File: src/design/pwf_sqrt.sv
// Pipelined integer square root: one result bit per stage, 32 stages.
module pwf_sqrt (
    input  logic        aclk,
    input  logic        en,
    input  logic [63:0] rad,
    output logic [31:0] root
);

    logic [63:0] rad_reg  [0:31];
    logic [33:0] rem_reg  [0:31];
    logic [31:0] root_reg [0:31];

    for (genvar k = 0; k < 32; k++) begin : g_stage
        logic [63:0] rad_in;
        logic [33:0] rem_in;
        logic [31:0] root_in;
        logic [35:0] rem_t;
        logic [35:0] test;
        logic        ge;
        logic [35:0] rem_sub;

        if (k == 0) begin : g_first
            assign rad_in  = rad;
            assign rem_in  = '0;
            assign root_in = '0;
        end else begin : g_next
            assign rad_in  = rad_reg[k-1];
            assign rem_in  = rem_reg[k-1];
            assign root_in = root_reg[k-1];
        end

        // Bring down two radicand bits, try the next root bit
        assign rem_t   = {rem_in, rad_in[63:62]};
        assign test    = {2'b00, root_in, 2'b01};
        assign ge      = (rem_t >= test);
        assign rem_sub = ge ? (rem_t - test) : rem_t;

        always_ff @(posedge aclk) begin
            if (en) begin
                rad_reg[k]  <= {rad_in[61:0], 2'b00};
                rem_reg[k]  <= rem_sub[33:0];
                root_reg[k] <= {root_in[30:0], ge};
            end
        end
    end

    assign root = root_reg[31];

endmodule

File: config.mk
export PLATFORM = sky130hd
export DESIGN_NAME = pwf_sqrt
export DESIGN_NICKNAME = d
export VERILOG_FILES = /design/src/design/pwf_sqrt.sv
export SDC_FILE = /design/constraint.sdc
export NUM_CORES = 2
export LEC_CHECK = 0
export BUFFER_PORTS_ARGS = -buffer_cell sky130_fd_sc_hd__buf_2
export CAP_MARGIN = 20
export CORE_MARGIN = 2
export CORE_UTILIZATION = 35
export CTS_BUF_LIST = sky130_fd_sc_hd__clkbuf_4 sky130_fd_sc_hd__clkbuf_8 sky130_fd_sc_hd__clkbuf_16
export CTS_CLUSTER_DIAMETER = 200
export DETAILED_ROUTE_END_ITERATION = 7
export SYNTH_ARGS = -nofsm -noshare
export SYNTH_HDL_FRONTEND = slang
export SYNTH_MEMORY_MAX_BITS = 65536
export SYNTH_SLANG_ARGS = --single-unit
File: constraint.sdc
create_clock -name aclk -period 4.2 [get_ports aclk]
set_clock_uncertainty 0.05 [all_clocks]
set_input_delay 0.84 -clock aclk [delete_from_list [all_inputs] [get_ports aclk]]
set_output_delay 0.84 -clock aclk [all_outputs]
set_load 0.03 [all_outputs]
==> flow_summary_export.csv <==
group,metric,value,unit
die,rows,213,
timing,max_freq,249,MHz
worst_setup_path,cp_common_cell,"buf_4",
worst_setup_path,endpoint_kind,"flop",
clock_network,clockBufferDepth,4,
synthesis,synth-async-reset-ratio,0,
synthesis,yosysUniqueCellTypes,102,
hold_path,hold_path_class,"input pin to flop",
cells_and_area,area_growth,14.2,%
synthesis,syn_nets,9777,
run_status,outcome,"completed",
cells_and_area,fin_nets,10179,
synthesis,yosys_warnings,0,
synthesis,syn_inst,9149,
worst_setup_path,crit_chain,"ha_1 -> nor2b_1 -> o2111ai_1 -> o2111a_1 -> o41ai_1 -> buf_4 -> a2111oi_1 -> buf_4 -> o31ai_1 -> buf_4 -> a21oi_4 -> buf_4 -> a211oi_1 -> a21o_1",
synthesis,avgSynthCellArea,12.9,sq um
pwr,power.switching,20.5,mW
cells_and_area,regArea,75800,sq um
timing,tightestPinTransition,1010,ps
timing,fin_hold_ws,81.7,ps
synthesis,yosysTopAreaCell,"edfxtp_1",
worst_setup_path,r2r-end,"rem_reg[29][4]",
global_routing,grt_use_total,0.139,
die,core,336000,sq um
hold_path,min_from,"rad[44]",
clock_network,clock-root-buffer,"clkbuf_16",
detailed_routing,drtPass1Iterations,6,
worst_setup_path,r2r_start,"rem_reg[28][0]",
synthesis,ys_ff_latch,2523,
cells_and_area,largest_reg_flops,1003,
cells_and_area,fin_cells,14178,
synthesis,synth.area.top_cells,"edfxtp_1 (64%), ha_1 (6.0%), xnor2_1 (3.2%), xor2_1 (3.0%), inv_1 (2.3%)",
worst_setup_path,cp.arrival,4610,ps
synthesis,netlist_area,118000,sq um
timing,finalSetupViolations,0,
global_routing,first_global_vias,71098,
worst_setup_path,crit_type,"flop to flop",
flow_run,maxCapViolCount,0,
clock_network,htree_levels,5,
detailed_routing,drt_iter0_drc,5030,
synthesis,synth_common_cells,"edfxtp_1 (2,523), inv_1 (729), nand2_1 (672), ha_1 (562), a21oi_1 (546)",
timing,final.period_utilization,0.955,
worst_setup_path,r2r_slack,190,ps
worst_setup_path,reg2reg_depth,14,
synthesis,synth_top_area_frac,0.643,
pwr,p_int,52.4,mW
placement,portBuffers,97,
pwr,powerDensity,542,nW/um^2
pwr,vdd.ir_drop.worst,438,uV
pwr,clkPwrFrac,0.337,
placement,hpwl,175,mm
detailed_routing,drc,0,
cells_and_area,fill_cells,31187,
cells_and_area,design_area,135000,sq um
die,die_w,584,microns
synthesis,synth-edff-count,2523,
clock_network,post_cts_buffers,0,
cells_and_area,multi_input_area,38800,sq um
pwr,switching_share,0.282,
pwr,combPwrFrac,0.199,
detailed_routing,wl_per_cell,17.1,microns
timing,hold_viol_final,0,
timing,final-max-slew-violation-count,0,
clock_network,clkTransAtPathRegs,70,ps
cells_and_area,drive_gt1_frac,0.0892,
pwr,p_leak,51.0,nW
clock_network,insertion_delay,910,ps
detailed_routing,dr_total_vias,71172,
die,die_y,584,microns
detailed_routing,ant_nets,0,
worst_setup_path,critPathBufInv,4,
timing,slew_headroom,0.324,
worst_setup_path,critical_path.top_delay_family,"compound AO/OA/AOI/OAI gates",
global_routing,antenna_found_initial,3,
global_routing,grt_overflow,0,
die,fp.dieArea,341000,sq um
pwr,seqPwrFrac,0.465,
clock_network,clock_sinks,2523,
die,pin_count,98,
worst_setup_path,required,4800,ps
placement,placed_cell_area,125000,sq um
placement,gp_congestion,0.918,
hold_path,hold_depth,1,
global_routing,grt_max_degree,124,
timing,period_needed,4010,ps
synthesis,synth-main-ff-cell,"edfxtp_1",
detailed_routing,vias_per_cell,5.02,
worst_setup_path,worst_path_max_delay_cell,"a2111oi_1",
hold_path,holdPathEnd,"rad_reg[0][44]",
clock_network,numCtsBuffers,287,
die,initial_utilization,0.351,
global_routing,grt_pass1_wl,384,mm
synthesis,ys_seq_area_frac,0.643,
placement,dpl.cell_count,13639,
timing,rsz0062_at_grt,"yes",
detailed_routing,wl,242,mm
clock_network,cts_tree,"done",
worst_setup_path,start_kind,"flop",
worst_setup_path,max_stage_delay,580,ps
worst_setup_path,critPathMaxFanout,13,
cells_and_area,fin_util,0.401,
synthesis,yosysMostFrequentCell,"edfxtp_1",
## area by class of cell
type                    instances  area share
flip-flops and latches       2523       0.563
multi-input cells            5720       0.288
diodes                          1   0.0000186
repair buffers                286      0.0183
clock inverters               158      0.0113
clock buffers                 350      0.0577
inverters                     733      0.0204
well taps                    4407      0.0410
## per-stage QoR
step           setup slack, ps  setup TNS, ps  power, mW
2_1_floorplan              780              0       44.0
3_3_place_gp             -71.8          -71.8       48.4
3_5_place_dp              2.49              0       48.8
4_1_cts                    130              0       73.8
5_1_grt                  -21.0          -21.0       76.8
6_report                   188              0       72.9
## timing repair
action / 4_1_cts / 5_1_grt
pin swaps: 1 / 0
setup endpoints to repair: 1 / 20
hold buffers: 27 / 0
hold endpoints to repair: 27 / 0
gates cloned: 1 / 0
resized for setup: 0 / 4
## cell families (layout without fill, tap and decap cells)
kind of cell	count (synthesis)	count (layout)	share of synthesized area
compound gates	1885	1886	0.100
flops	2523	2523	0.643
buf+inv	907	1527	0.0290
simple gates	2368	2368	0.100
xor+xnor	836	836	0.0621
fa+ha+maj	562	562	0.0597
mux	67	67	0.00628
other cells	1	2	0.0000318
## cell usage in the layout, fill, tap and decap left out, types with 20 or more instances in the layout
cell,netlist,final
edfxtp_1,2523,2523
inv_1,729,728
nand2_1,672,672
ha_1,562,562
a21oi_1,546,540
nor2_1,514,514
o21ai_0,498,497
xnor2_1,435,435
xor2_1,401,401
clkbuf_16,0,293
a21o_1,243,243
nor3_1,206,206
nand3_1,152,152
nor4_1,137,137
buf_4,0,122
o21a_1,104,104
nand4_1,101,101
buf_2,11,96
nand2b_1,94,94
or3_1,90,90
nor2b_1,84,84
o31ai_1,66,66
and3_1,63,63
clkinv_1,2,60
clkbuf_4,0,58
mux2_2,56,56
a31oi_1,55,53
o21bai_1,51,51
a211oi_1,48,48
or4_1,44,44
or2_2,43,43
clkinv_2,0,39
buf_12,0,39
nand3b_1,37,37
o211ai_1,35,35
and2_1,34,34
a21boi_0,27,27
dlygate4sd3_1,0,27
bufinv_16,0,21
a2111oi_0,21,20
## worst max path at each step
stage,to,cells past startpoint,slack [ps],from
final,rem_reg[29][4],14,190,rem_reg[28][0]
after global routing,rem_reg[29][4],15,-20,root_reg[28][0]
after CTS,rem_reg[29][4],14,130,rem_reg[28][0]
after detailed placement,rem_reg[29][4],14,2,rem_reg[28][0]
after global placement,rem_reg[29][4],14,-70,rem_reg[28][0]
after floorplan,rem_reg[29][25],11,780,rem_reg[28][0]
## power by group through the flow
stage	Sequential [mW]	Clock (mW)	Combinational, mW
6_report	33.9	24.5	14.5
5_1_grt	34.2	26.4	16.2
4_1_cts	33.9	25.4	14.4
3_5_place_dp	34.4	0	14.3
3_3_place_gp	34.4	0	14.0
2_1_floorplan	33.5	0	10.5
## layer usage
layer	share of wire	track usage
met1	0.43	0.174
met2	0.49	0.240
met3	0.042	0.0204
met4	0.037	0.0535
met5	0.000054	0
Note: power is estimated with default switching activity, not from simulation.
